--- config.mk ---
export PLATFORM = sky130hd
export DESIGN_NAME = clipped_alpha_sprite_blit_core_flat
export DESIGN_NICKNAME = d
export VERILOG_FILES = /design/src/csb_pkg.sv /design/src/csb_if.sv /design/src/clipped_alpha_sprite_blit_core.sv /design/src/flat_wrapper.sv
export SDC_FILE = /design/constraint.sdc
export NUM_CORES = 2
export LEC_CHECK = 0
export BUFFER_PORTS_ARGS = -buffer_cell sky130_fd_sc_hd__buf_2
export CORE_AREA = 5 5 259 261
export CTS_CLUSTER_SIZE = 20
export DETAILED_ROUTE_END_ITERATION = 10
export DIE_AREA = 0 0 264 266
export GPL_ROUTABILITY_DRIVEN = 0
export PLACE_DENSITY = 0.76
export SETUP_SLACK_MARGIN = 0.05
export SLEW_MARGIN = 20
export SYNTH_ARGS = -nofsm -noshare
export SYNTH_HDL_FRONTEND = slang
export SYNTH_SLANG_ARGS = --single-unit
--- constraint.sdc ---
create_clock -name clk -period 8 [get_ports clk]
set_input_delay 0.4 -clock clk [delete_from_list [all_inputs] [get_ports clk]]
set_output_delay 0.4 -clock clk [all_outputs]
set_load 0.01 [all_outputs]
--- src/csb_pkg.sv ---
// Shared widths, limits, register indexes and pipeline word types for the
// clipped alpha sprite blitter. No dependencies.
package csb_pkg;

    localparam int CH_W    = 8;
    localparam int IDX_W   = 24;
    localparam int DIM_W   = 13;
    localparam int CNT_W   = 12;
    localparam int POS_W   = DIM_W + 1;
    localparam int SUM_W   = 2 * CH_W;
    localparam int ADDR_W  = 5;
    localparam int DATA_W  = 32;
    localparam int MAX_DIM = 4096;

    localparam logic [CH_W-1:0] ALPHA_OPAQUE = '1;
    localparam logic [CH_W-1:0] ALPHA_CLEAR  = '0;

    typedef enum logic [2:0] {
        REG_SCREEN_WIDTH  = 3'd0,
        REG_SCREEN_HEIGHT = 3'd1,
        REG_SPRITE_WIDTH  = 3'd2,
        REG_SPRITE_HEIGHT = 3'd3,
        REG_POS_X         = 3'd4,
        REG_POS_Y         = 3'd5
    } reg_idx_t;

    typedef struct packed {
        logic [CH_W-1:0]  tex_red;
        logic [CH_W-1:0]  tex_green;
        logic [CH_W-1:0]  tex_blue;
        logic [CH_W-1:0]  tex_alpha;
        logic [CH_W-1:0]  dst_red;
        logic [CH_W-1:0]  dst_green;
        logic [CH_W-1:0]  dst_blue;
        logic [POS_W-1:0] sx;
        logic [POS_W-1:0] sy;
        logic             last;
    } a_stage_t;

    typedef struct packed {
        logic             on_screen;
        logic             opaque;
        logic             clear;
        logic [CH_W-1:0]  tex_red;
        logic [CH_W-1:0]  tex_green;
        logic [CH_W-1:0]  tex_blue;
        logic [SUM_W-1:0] sum_red;
        logic [SUM_W-1:0] sum_green;
        logic [SUM_W-1:0] sum_blue;
        logic [CNT_W-1:0] column;
        logic [IDX_W-1:0] row_offset;
        logic             last;
    } b_stage_t;

    typedef struct packed {
        logic             write_pixel;
        logic             write_alpha;
        logic [IDX_W-1:0] pixel_index;
        logic [CH_W-1:0]  out_red;
        logic [CH_W-1:0]  out_green;
        logic [CH_W-1:0]  out_blue;
        logic [CH_W-1:0]  out_alpha;
        logic             last_texel;
    } result_t;

    function automatic logic [DIM_W-1:0] clamp_dim(input logic [DIM_W-1:0] v);
        logic [DIM_W-1:0] r;
        r = v;
        if (v == '0)
        begin
            r = DIM_W'(1);
        end
        else if (v > DIM_W'(MAX_DIM))
        begin
            r = DIM_W'(MAX_DIM);
        end
        return r;
    endfunction

endpackage

--- src/csb_if.sv ---
// Valid/ready channels for texel words in and result words out.
// Depends on csb_pkg for field widths.
interface csb_texel_if;
    logic                      valid;
    logic                      ready;
    logic [csb_pkg::CH_W-1:0]  tex_red;
    logic [csb_pkg::CH_W-1:0]  tex_green;
    logic [csb_pkg::CH_W-1:0]  tex_blue;
    logic [csb_pkg::CH_W-1:0]  tex_alpha;
    logic [csb_pkg::CH_W-1:0]  dst_red;
    logic [csb_pkg::CH_W-1:0]  dst_green;
    logic [csb_pkg::CH_W-1:0]  dst_blue;

    modport source (
        output valid, tex_red, tex_green, tex_blue, tex_alpha,
               dst_red, dst_green, dst_blue,
        input  ready
    );
    modport sink (
        input  valid, tex_red, tex_green, tex_blue, tex_alpha,
               dst_red, dst_green, dst_blue,
        output ready
    );
endinterface

interface csb_result_if;
    logic                      valid;
    logic                      ready;
    logic                      write_pixel;
    logic                      write_alpha;
    logic [csb_pkg::IDX_W-1:0] pixel_index;
    logic [csb_pkg::CH_W-1:0]  out_red;
    logic [csb_pkg::CH_W-1:0]  out_green;
    logic [csb_pkg::CH_W-1:0]  out_blue;
    logic [csb_pkg::CH_W-1:0]  out_alpha;
    logic                      last_texel;

    modport source (
        output valid, write_pixel, write_alpha, pixel_index,
               out_red, out_green, out_blue, out_alpha, last_texel,
        input  ready
    );
    modport sink (
        input  valid, write_pixel, write_alpha, pixel_index,
               out_red, out_green, out_blue, out_alpha, last_texel,
        output ready
    );
endinterface

--- src/clipped_alpha_sprite_blit_core.sv ---
// Clipped alpha sprite blitter: top level with register file and pipeline.
// Depends on csb_pkg and the channel interfaces in csb_if.sv.
//
// Usage:
//   Texel words arrive on the texel channel in sprite raster order, each
//   with the screen colour currently at its destination. One result word
//   per texel leaves on the result channel: the screen index, the colour to
//   write and the write flags, with last_texel on the final texel.
//   Column and row counters wrap at the end of the sprite.
//   Set screen size, sprite size and position through the APB port while
//   the pipeline is empty; pready is always high and reads return the
//   stored register value.
//   A texel word moves through the A, B and output registers in turn.
//   Throughput: one texel per cycle while the receiver keeps up, set by the
//   three-stage pipeline (capture and position, clip and products, divide
//   by 255 and index add). When the receiver stalls, the whole pipeline
//   holds and texel ready drops until the result word is taken.
//   Reset: counters to zero, registers to their defaults, pipeline empty.
module clipped_alpha_sprite_blit_core (
    input  logic                         clk,
    input  logic                         rst_n,
    input  logic                         psel,
    input  logic                         penable,
    input  logic                         pwrite,
    input  logic [csb_pkg::ADDR_W-1:0]   paddr,
    input  logic [csb_pkg::DATA_W-1:0]   pwdata,
    output logic [csb_pkg::DATA_W-1:0]   prdata,
    output logic                         pready,
    csb_texel_if.sink                    texel,
    csb_result_if.source                 result
);

    localparam int CH_W  = csb_pkg::CH_W;
    localparam int SUM_W = csb_pkg::SUM_W;
    localparam int DIM_W = csb_pkg::DIM_W;
    localparam int CNT_W = csb_pkg::CNT_W;
    localparam int IDX_W = csb_pkg::IDX_W;
    localparam int POS_W = csb_pkg::POS_W;

    function automatic logic [CH_W-1:0] div255(input logic [SUM_W-1:0] x);
        logic [SUM_W:0] t;
        t = {1'b0, x} + (SUM_W+1)'(1) + (SUM_W+1)'(x >> CH_W);
        return t[SUM_W-1:CH_W];
    endfunction

    logic [DIM_W-1:0] screen_width_reg;
    logic [DIM_W-1:0] screen_height_reg;
    logic [DIM_W-1:0] sprite_width_reg;
    logic [DIM_W-1:0] sprite_height_reg;
    logic [DIM_W-1:0] pos_x_reg;
    logic [DIM_W-1:0] pos_y_reg;

    logic cfg_write;
    csb_pkg::reg_idx_t cfg_idx;

    assign pready    = 1'b1;
    assign cfg_write = psel && penable && pwrite;
    assign cfg_idx   = csb_pkg::reg_idx_t'(paddr[csb_pkg::ADDR_W-1:2]);

    always_ff @(posedge clk or negedge rst_n)
    begin
        if (!rst_n)
        begin
            screen_width_reg  <= DIM_W'(1024);
            screen_height_reg <= DIM_W'(768);
            sprite_width_reg  <= DIM_W'(64);
            sprite_height_reg <= DIM_W'(64);
            pos_x_reg         <= '0;
            pos_y_reg         <= '0;
        end
        else if (cfg_write)
        begin
            unique case (cfg_idx)
                csb_pkg::REG_SCREEN_WIDTH:  screen_width_reg  <= pwdata[DIM_W-1:0];
                csb_pkg::REG_SCREEN_HEIGHT: screen_height_reg <= pwdata[DIM_W-1:0];
                csb_pkg::REG_SPRITE_WIDTH:  sprite_width_reg  <= pwdata[DIM_W-1:0];
                csb_pkg::REG_SPRITE_HEIGHT: sprite_height_reg <= pwdata[DIM_W-1:0];
                csb_pkg::REG_POS_X:         pos_x_reg         <= pwdata[DIM_W-1:0];
                csb_pkg::REG_POS_Y:         pos_y_reg         <= pwdata[DIM_W-1:0];
                default: ;
            endcase
        end
    end

    always_comb
    begin
        prdata = '0;
        unique case (cfg_idx)
            csb_pkg::REG_SCREEN_WIDTH:  prdata = csb_pkg::DATA_W'(screen_width_reg);
            csb_pkg::REG_SCREEN_HEIGHT: prdata = csb_pkg::DATA_W'(screen_height_reg);
            csb_pkg::REG_SPRITE_WIDTH:  prdata = csb_pkg::DATA_W'(sprite_width_reg);
            csb_pkg::REG_SPRITE_HEIGHT: prdata = csb_pkg::DATA_W'(sprite_height_reg);
            csb_pkg::REG_POS_X:         prdata = csb_pkg::DATA_W'(pos_x_reg);
            csb_pkg::REG_POS_Y:         prdata = csb_pkg::DATA_W'(pos_y_reg);
            default:                    prdata = '0;
        endcase
    end

    logic [DIM_W-1:0] sw_eff, sh_eff, tw_eff, th_eff;
    logic [CNT_W-1:0] tw_last, th_last;

    assign sw_eff  = csb_pkg::clamp_dim(screen_width_reg);
    assign sh_eff  = csb_pkg::clamp_dim(screen_height_reg);
    assign tw_eff  = csb_pkg::clamp_dim(sprite_width_reg);
    assign th_eff  = csb_pkg::clamp_dim(sprite_height_reg);
    assign tw_last = CNT_W'(tw_eff - DIM_W'(1));
    assign th_last = CNT_W'(th_eff - DIM_W'(1));

    logic advance, take;
    logic a_valid_reg, b_valid_reg, out_valid_reg;
    csb_pkg::a_stage_t a_reg, a_next;
    csb_pkg::b_stage_t b_reg, b_next;
    csb_pkg::result_t  out_reg, out_next;

    logic [CNT_W-1:0] col_reg, row_reg, col_next, row_next;
    logic row_end, col_end;

    assign advance     = !out_valid_reg || result.ready;
    assign texel.ready = advance;
    assign take        = texel.valid && advance;

    assign row_end = col_reg >= tw_last;
    assign col_end = row_reg >= th_last;

    always_comb
    begin
        col_next = col_reg + CNT_W'(1);
        row_next = row_reg;
        if (row_end)
        begin
            col_next = '0;
            row_next = col_end ? '0 : row_reg + CNT_W'(1);
        end
    end

    always_ff @(posedge clk or negedge rst_n)
    begin
        if (!rst_n)
        begin
            col_reg <= '0;
            row_reg <= '0;
        end
        else if (take)
        begin
            col_reg <= col_next;
            row_reg <= row_next;
        end
    end

    always_comb
    begin
        a_next.tex_red   = texel.tex_red;
        a_next.tex_green = texel.tex_green;
        a_next.tex_blue  = texel.tex_blue;
        a_next.tex_alpha = texel.tex_alpha;
        a_next.dst_red   = texel.dst_red;
        a_next.dst_green = texel.dst_green;
        a_next.dst_blue  = texel.dst_blue;
        a_next.sx        = {pos_x_reg[DIM_W-1], pos_x_reg} + {2'b00, col_reg};
        a_next.sy        = {pos_y_reg[DIM_W-1], pos_y_reg} + {2'b00, row_reg};
        a_next.last      = row_end && col_end;
    end

    always_comb
    begin
        logic [CH_W-1:0] inv;
        inv = ~a_reg.tex_alpha;
        b_next.on_screen  = !a_reg.sx[POS_W-1] && (a_reg.sx[DIM_W-1:0] < sw_eff)
                         && !a_reg.sy[POS_W-1] && (a_reg.sy[DIM_W-1:0] < sh_eff);
        b_next.opaque     = a_reg.tex_alpha == csb_pkg::ALPHA_OPAQUE;
        b_next.clear      = a_reg.tex_alpha == csb_pkg::ALPHA_CLEAR;
        b_next.tex_red    = a_reg.tex_red;
        b_next.tex_green  = a_reg.tex_green;
        b_next.tex_blue   = a_reg.tex_blue;
        b_next.sum_red    = a_reg.tex_alpha * a_reg.tex_red   + inv * a_reg.dst_red;
        b_next.sum_green  = a_reg.tex_alpha * a_reg.tex_green + inv * a_reg.dst_green;
        b_next.sum_blue   = a_reg.tex_alpha * a_reg.tex_blue  + inv * a_reg.dst_blue;
        b_next.column     = a_reg.sx[CNT_W-1:0];
        b_next.row_offset = IDX_W'(a_reg.sy[CNT_W-1:0]) * IDX_W'(sw_eff);
        b_next.last       = a_reg.last;
    end

    always_comb
    begin
        out_next             = '0;
        out_next.last_texel  = b_reg.last;
        if (b_reg.on_screen)
        begin
            out_next.pixel_index = IDX_W'(b_reg.column) + b_reg.row_offset;
            if (b_reg.opaque)
            begin
                out_next.write_pixel = 1'b1;
                out_next.write_alpha = 1'b1;
                out_next.out_red     = b_reg.tex_red;
                out_next.out_green   = b_reg.tex_green;
                out_next.out_blue    = b_reg.tex_blue;
                out_next.out_alpha   = csb_pkg::ALPHA_OPAQUE;
            end
            else if (!b_reg.clear)
            begin
                out_next.write_pixel = 1'b1;
                out_next.out_red     = div255(b_reg.sum_red);
                out_next.out_green   = div255(b_reg.sum_green);
                out_next.out_blue    = div255(b_reg.sum_blue);
            end
        end
    end

    always_ff @(posedge clk or negedge rst_n)
    begin
        if (!rst_n)
        begin
            a_valid_reg   <= 1'b0;
            b_valid_reg   <= 1'b0;
            out_valid_reg <= 1'b0;
        end
        else if (advance)
        begin
            a_valid_reg   <= texel.valid;
            b_valid_reg   <= a_valid_reg;
            out_valid_reg <= b_valid_reg;
        end
    end

    always_ff @(posedge clk)
    begin
        if (advance)
        begin
            a_reg   <= a_next;
            b_reg   <= b_next;
            out_reg <= out_next;
        end
    end

    assign result.valid       = out_valid_reg;
    assign result.write_pixel = out_reg.write_pixel;
    assign result.write_alpha = out_reg.write_alpha;
    assign result.pixel_index = out_reg.pixel_index;
    assign result.out_red     = out_reg.out_red;
    assign result.out_green   = out_reg.out_green;
    assign result.out_blue    = out_reg.out_blue;
    assign result.out_alpha   = out_reg.out_alpha;
    assign result.last_texel  = out_reg.last_texel;

    a_opaque_flags: assert property (@(posedge clk) disable iff (!rst_n)
        result.valid && result.write_alpha |->
            result.write_pixel && result.out_alpha == csb_pkg::ALPHA_OPAQUE)
        else $error("alpha write without opaque pixel write");

    a_idle_colour: assert property (@(posedge clk) disable iff (!rst_n)
        result.valid && !result.write_pixel |->
            result.out_red == '0 && result.out_green == '0 && result.out_blue == '0
            && result.out_alpha == '0)
        else $error("colour set on a skipped texel");

    a_row_wrap: assert property (@(posedge clk) disable iff (!rst_n)
        take && row_end |=> col_reg == '0)
        else $error("column counter did not wrap at row end");

    a_pipe_move: assert property (@(posedge clk) disable iff (!rst_n)
        advance && a_valid_reg |=> b_valid_reg)
        else $error("word lost between capture and product stages");

    a_pipe_hold: assert property (@(posedge clk) disable iff (!rst_n)
        !advance |=> $stable(a_valid_reg) && $stable(b_valid_reg) && out_valid_reg)
        else $error("pipeline moved during a stall");

endmodule

--- src/flat_wrapper.sv ---
// flat-port wrapper written by rule: the top's interface ports become plain ports
module clipped_alpha_sprite_blit_core_flat 
  (clk, rst_n, psel, penable, pwrite, paddr, pwdata, prdata, pready, texel_valid, texel_tex_red, texel_tex_green, texel_tex_blue, texel_tex_alpha, texel_dst_red, texel_dst_green, texel_dst_blue, texel_ready, result_valid, result_write_pixel, result_write_alpha, result_pixel_index, result_out_red, result_out_green, result_out_blue, result_out_alpha, result_last_texel, result_ready);
  csb_texel_if texel_i ();
  csb_result_if result_i ();
  input  logic clk;
  input  logic rst_n;
  input  logic psel;
  input  logic penable;
  input  logic pwrite;
  input  logic [csb_pkg::ADDR_W-1:0] paddr;
  input  logic [csb_pkg::DATA_W-1:0] pwdata;
  output logic [csb_pkg::DATA_W-1:0] prdata;
  output logic pready;
  input wire logic [$bits(texel_i.valid)-1:0] texel_valid;
  input wire logic [$bits(texel_i.tex_red)-1:0] texel_tex_red;
  input wire logic [$bits(texel_i.tex_green)-1:0] texel_tex_green;
  input wire logic [$bits(texel_i.tex_blue)-1:0] texel_tex_blue;
  input wire logic [$bits(texel_i.tex_alpha)-1:0] texel_tex_alpha;
  input wire logic [$bits(texel_i.dst_red)-1:0] texel_dst_red;
  input wire logic [$bits(texel_i.dst_green)-1:0] texel_dst_green;
  input wire logic [$bits(texel_i.dst_blue)-1:0] texel_dst_blue;
  output wire logic [$bits(texel_i.ready)-1:0] texel_ready;
  output wire logic [$bits(result_i.valid)-1:0] result_valid;
  output wire logic [$bits(result_i.write_pixel)-1:0] result_write_pixel;
  output wire logic [$bits(result_i.write_alpha)-1:0] result_write_alpha;
  output wire logic [$bits(result_i.pixel_index)-1:0] result_pixel_index;
  output wire logic [$bits(result_i.out_red)-1:0] result_out_red;
  output wire logic [$bits(result_i.out_green)-1:0] result_out_green;
  output wire logic [$bits(result_i.out_blue)-1:0] result_out_blue;
  output wire logic [$bits(result_i.out_alpha)-1:0] result_out_alpha;
  output wire logic [$bits(result_i.last_texel)-1:0] result_last_texel;
  input wire logic [$bits(result_i.ready)-1:0] result_ready;
  assign texel_i.valid = texel_valid;
  assign texel_i.tex_red = texel_tex_red;
  assign texel_i.tex_green = texel_tex_green;
  assign texel_i.tex_blue = texel_tex_blue;
  assign texel_i.tex_alpha = texel_tex_alpha;
  assign texel_i.dst_red = texel_dst_red;
  assign texel_i.dst_green = texel_dst_green;
  assign texel_i.dst_blue = texel_dst_blue;
  assign texel_ready = texel_i.ready;
  assign result_valid = result_i.valid;
  assign result_write_pixel = result_i.write_pixel;
  assign result_write_alpha = result_i.write_alpha;
  assign result_pixel_index = result_i.pixel_index;
  assign result_out_red = result_i.out_red;
  assign result_out_green = result_i.out_green;
  assign result_out_blue = result_i.out_blue;
  assign result_out_alpha = result_i.out_alpha;
  assign result_last_texel = result_i.last_texel;
  assign result_i.ready = result_ready;
  clipped_alpha_sprite_blit_core u_core (.clk(clk), .rst_n(rst_n), .psel(psel), .penable(penable), .pwrite(pwrite), .paddr(paddr), .pwdata(pwdata), .prdata(prdata), .pready(pready), .texel(texel_i), .result(result_i));
endmodule
-- Yosys cells after proc, flatten, opt, wreduce, memory -nomap -nowiden
Cells that the tools add are included.
- flip-flop bits (word level): 361
- input port bits: 100
- output and inout port bits: 94
- word-level logic and storage cells: 120
- add/sub/neg operators: 16
- multiply operators: 7
- order comparisons: 8
- equality and inequality tests: 6
- multiplexer cells: 17
- bitwise gates (word level): 1
- reduce and logical (&&, ||, !) cells: 24
- operators with widths (cell ; count):
    multiplier 8 x 8 -> 16 bit ; 6
    one-hot mux 13 bit (6 select lines) ; 1
    2-to-1 mux 12 bit ; 6
    > comparator 13 bit, second input constant ; 4
    logical NOT 13 bit ; 4
    2-to-1 mux 13 bit ; 4
    adder 16 x 1 -> 16 bit, second input constant ; 3
    adder 16 bit ; 3
    adder 16 x 8 -> 16 bit ; 3
    2-to-1 mux 24 bit ; 2
    adder 13 x 13 -> 14 bit ; 2
    < comparator 13 bit ; 2
    adder 12 x 1 -> 12 bit, second input constant ; 2
    adder 12 x 24 -> 24 bit ; 1
    greater-or-equal comparator 12 bit ; 2
    multiplier 12 x 13 -> 24 bit ; 1
    subtractor 12 x 1 -> 12 bit, second input constant ; 2
    AND reduction 2 bit ; 7
    equality test 8 bit, second input constant ; 1
    logical NOT 8 bit ; 1
    2-to-1 mux 8 bit ; 1
    inverter 8 bit ; 1
    logical AND 1 bit ; 7
    equality test 3 x 2 -> 1 bit, second input constant ; 2
    other kinds (6) ; 11

-- Logic depth before layout (Yosys ltp)
- depth in word-level cells: 7
- mapped depth: 24
- mapped depth without buffers: 22

-- Least setup slack after synthesis
No wires, ideal clock.
- path type: input to register
- start point: input port result_ready
- end point: register u_core.col_reg[11]
- library setup time: 0.118 ns
- arrival time: 7.931 ns
- required time: 7.882 ns
- setup slack: -0.049 ns
- stages on the path: 8
- path buffers: 1
- path through: nand2b_1 -> and2_1 -> clkbuf_1 -> nand4_1 -> nor2_1 -> nand2_1 -> xor2_1 -> nor2_1
- word-level cells in the longest chain between the ends: 2
- RTL lines (what ; line ; source):
    from (decl) ; flat_wrapper.sv:33 ; input wire logic [$bits(result_i.ready)-1:0] result_ready;
    logical OR 1 bit ; clipped_alpha_sprite_blit_core.sv:118 ; assign advance = !out_valid_reg || result.ready;
    logical AND 1 bit ; clipped_alpha_sprite_blit_core.sv:120 ; assign take = texel.valid && advance;
    to (signal assigned) ; clipped_alpha_sprite_blit_core.sv:145 ; col_reg <= col_next;
    to (decl) ; clipped_alpha_sprite_blit_core.sv:115 ; logic [CNT_W-1:0] col_reg, row_reg, col_next, row_next;
Every way passes these cells.
A chain may end at the register's enable or synchronous reset.

==> run summary <==
Status - complete, no violations
H-tree levels - 2
Reg2Reg Depth - 19
Max Fclk - 155 MHz
Synth area leaders - fa_1 (23%), edfxtp_1 (21%), ha_1 (13%)
I/O Buffers - 152
Number of I/O pins - 194
Worst R2R Start - u_core.a_reg[57]
Top post-synthesis cells by count - inv_1 (543), fa_1 (400), ha_1 (355)
Core area - 64200 um2
Vias in the first global route - 25100
Flop-to-flop setup slack - 1.57 ns
Hold Path End - u_core.a_reg[34]
Max FFs per register - 112
Setup tns final - 0 ns
Largest net degree at the start of global routing - 172
Slowest cell delay on critical path - 0.74 ns
Place WS - 1.61 ns
Number of iterations in the first detailed-routing pass - 5
CTS tree - built
Max Slew Vio Count - 0
Worst path cell trace - buf_4 -> nand2_1 -> fa_1 -> fa_1 -> inv_1 -> fa_1 -> fa_1 -> inv_1 -> fa_1 -> fa_1 -> inv_1 -> ha_1 -> nand2_1 -> o211ai_1 -> a31oi_1 -> nor2b_1 -> o21a_1 -> o41a_1 -> xor2_1
Hold Crit Class - primary input to flip-flop
Worst Max-Slew Pin Slew - 1.06 ns
Fraction of layout cells with a size suffix above 1 - 9.99%
Total die area - 70200 um2
Final hold vios - 0
Max-slew headroom - 29.6%
RSZ-0062 raised after global routing - no
Worst Skew - 0.0404 ns
Worst setup path class - flip-flop to flip-flop
Total number of vias - 24300
Max-Cap Viols - 0
Rows - 93
Final wirelength - 78300 um
WP data arrival - 6.77 ns
Synth Cell Area - 35200 um2
CTS root buffer - clkbuf_16
Hold path start - texel_dst_blue[5]
Setup WS post-layout - 1.57 ns
Initial Utilization - 54.8%
Clk sinks - 353
Antenna violation net count after detailed routing - 0
Drt wl/cell - 17.6 um
Worst r2r dst - u_core.b_reg[51]
First-pass GRT wire length - 130000 um
Die width - 264 um
Clock transition at the registers of the reported paths - 0.06 ns
Asr flop ratio synth - 29.7%
Residual DRC - 0
Worst Hold Slack - 0.0361 ns
Die Span Y - 266 um
Count leader, synth - inv_1
TritonCTS Buffers - 42
Top cell by count, worst path - fa_1
Layout area overhead - 9.82%
Yosys top cell area share - 22.7%
Worst setup EP type - flip-flop
CP Max Fanout - 37
Hpwl dp - 59000 um
Register bit total from synthesis - 353
# placed instances - 4329
Final non-filler cell total - 4462
Primary FF master, synth - edfxtp_1
GRT overflow - 0
Dominant cell type by area after synthesis - fa_1
Crit path time final - 6.43 ns
Via density - 5.46
Initial antenna violation count - 7
Hold Path Cell Cnt - 1
Yosys warning count - 0
Final net count - 4426
WP data required - 8.33 ns
Seq/Total Area, Yosys - 28.6%
Iter 0 DRT Violations - 1584
# setup viols final - 0
CTS max path bufs - 3
Worst-skew pair later-pin latency - 0.61 ns
Cells after Synth - 3404
Syn avg cell area - 10.3 um2
Overall Global Routing Usage - 22.6%
Netlist cell types - 70
CP Launch Type - flip-flop
Crit-path slowest cell - edfxtp_1
Final worst-path cycle share - 80.4%
EDFF count, synth - 248
area by class of cell:
cell class / instances / area [um2]
clock inverters: 20 / 223
diodes: 4 / 10.0
well taps: 855 / 1070
inverters: 544 / 2040
flip-flops and latches: 353 / 10100
repair buffers: 235 / 1530
fillers: 5366 / 25600
multi-input cells: 2395 / 22600
clock buffers: 56 / 1140
repair_timing:
action                                  4_1_cts  5_1_grt
endpoints found under the setup margin        0        0
setup buffers                                 0        0
hold buffers                                 53        0
gates resized for setup                       0        0
hold endpoints to repair                     98        0
cell families (layout without fill, tap and decap cells):
| family | count (synthesis) | in the layout | synth area share (%) |
|---|---|---|---|
| XOR/XNOR | 134 | 134 | 3.33 |
| flip-flops | 353 | 353 | 28.6 |
| buffers and inverters | 677 | 855 | 7.57 |
| AO/OA/AOI/OAI | 389 | 389 | 7.05 |
| AND/OR/NAND/NOR | 985 | 985 | 14.5 |
| multiplexers | 109 | 109 | 3.47 |
| other | 2 | 27 | 0.0213 |
| adder cells (fa/ha/maj) | 755 | 755 | 35.4 |
worst max-delay path, delay by kind of cell (launching register included):
| family | cells | cell delay (ns) |
|---|---|---|
| AO/OA/AOI/OAI | 4 | 0.92 |
| buffers and inverters | 4 | 0.65 |
| AND/OR/NAND/NOR | 3 | 0.34 |
| flip-flops | 1 | 0.74 |
| adder cells (fa/ha/maj) | 7 | 3.37 |
| XOR/XNOR | 1 | 0.14 |
stage by stage:
| stage | area, um2 | utilization [%] |
|---|---|---|
| finish | 38700 | 60.2 |
| global route | 38600 | 60.2 |
| CTS | 38600 | 60.2 |
| detailed placement | 36700 | 57.2 |
| global placement | 36700 | 57.2 |
| floorplan | 35300 | - |
routing by layer:
metal	global-route usage (%)	wire length [um]
met1	31.6	34700
met4	7.05	2550
met5	0	41
met2	37.2	37100
met3	3.05	3980
placed cells by master, fill, tap and decap left out, types with 19 or more instances in the layout:
master / synthesis / routed
nor2b_1: 171 / 171
clkbuf_16: 0 / 42
o21ai_0: 89 / 89
or3_1: 28 / 28
dlygate4sd3_1: 0 / 53
nor2_1: 109 / 108
nand4_1: 20 / 20
dfrtp_1: 100 / 100
nand3_1: 33 / 33
buf_2: 2 / 151
buf_4: 28 / 30
mux2_2: 91 / 91
a21oi_1: 92 / 92
nand2b_1: 85 / 84
o21a_1: 27 / 27
edfxtp_1: 248 / 248
xor2_1: 53 / 53
xnor2_1: 81 / 81
fa_1: 400 / 400
nor3_1: 37 / 36
ha_1: 355 / 355
a31oi_1: 19 / 19
inv_1: 543 / 543
and2_1: 165 / 165
conb_1: 2 / 23
nand2_1: 293 / 293
a21o_1: 30 / 30
worst max path at each step:
| stage | from | to | depth (start not counted) |
|---|---|---|---|
| final | u_core.a_reg[57] | u_core.b_reg[51] | 19 |
| after global routing | u_core.a_reg[53] | u_core.b_reg[81] | 19 |
| after CTS | u_core.a_reg[57] | u_core.b_reg[51] | 19 |
| after detailed placement | u_core.a_reg[57] | u_core.b_reg[51] | 19 |
| after global placement | u_core.a_reg[57] | u_core.b_reg[51] | 19 |
| after floorplan | u_core.a_reg[59] | u_core.b_reg[51] | 20 |
Power is not shown: default switching activity piles up to over one toggle a cycle in this logic, so the estimate is an artifact.
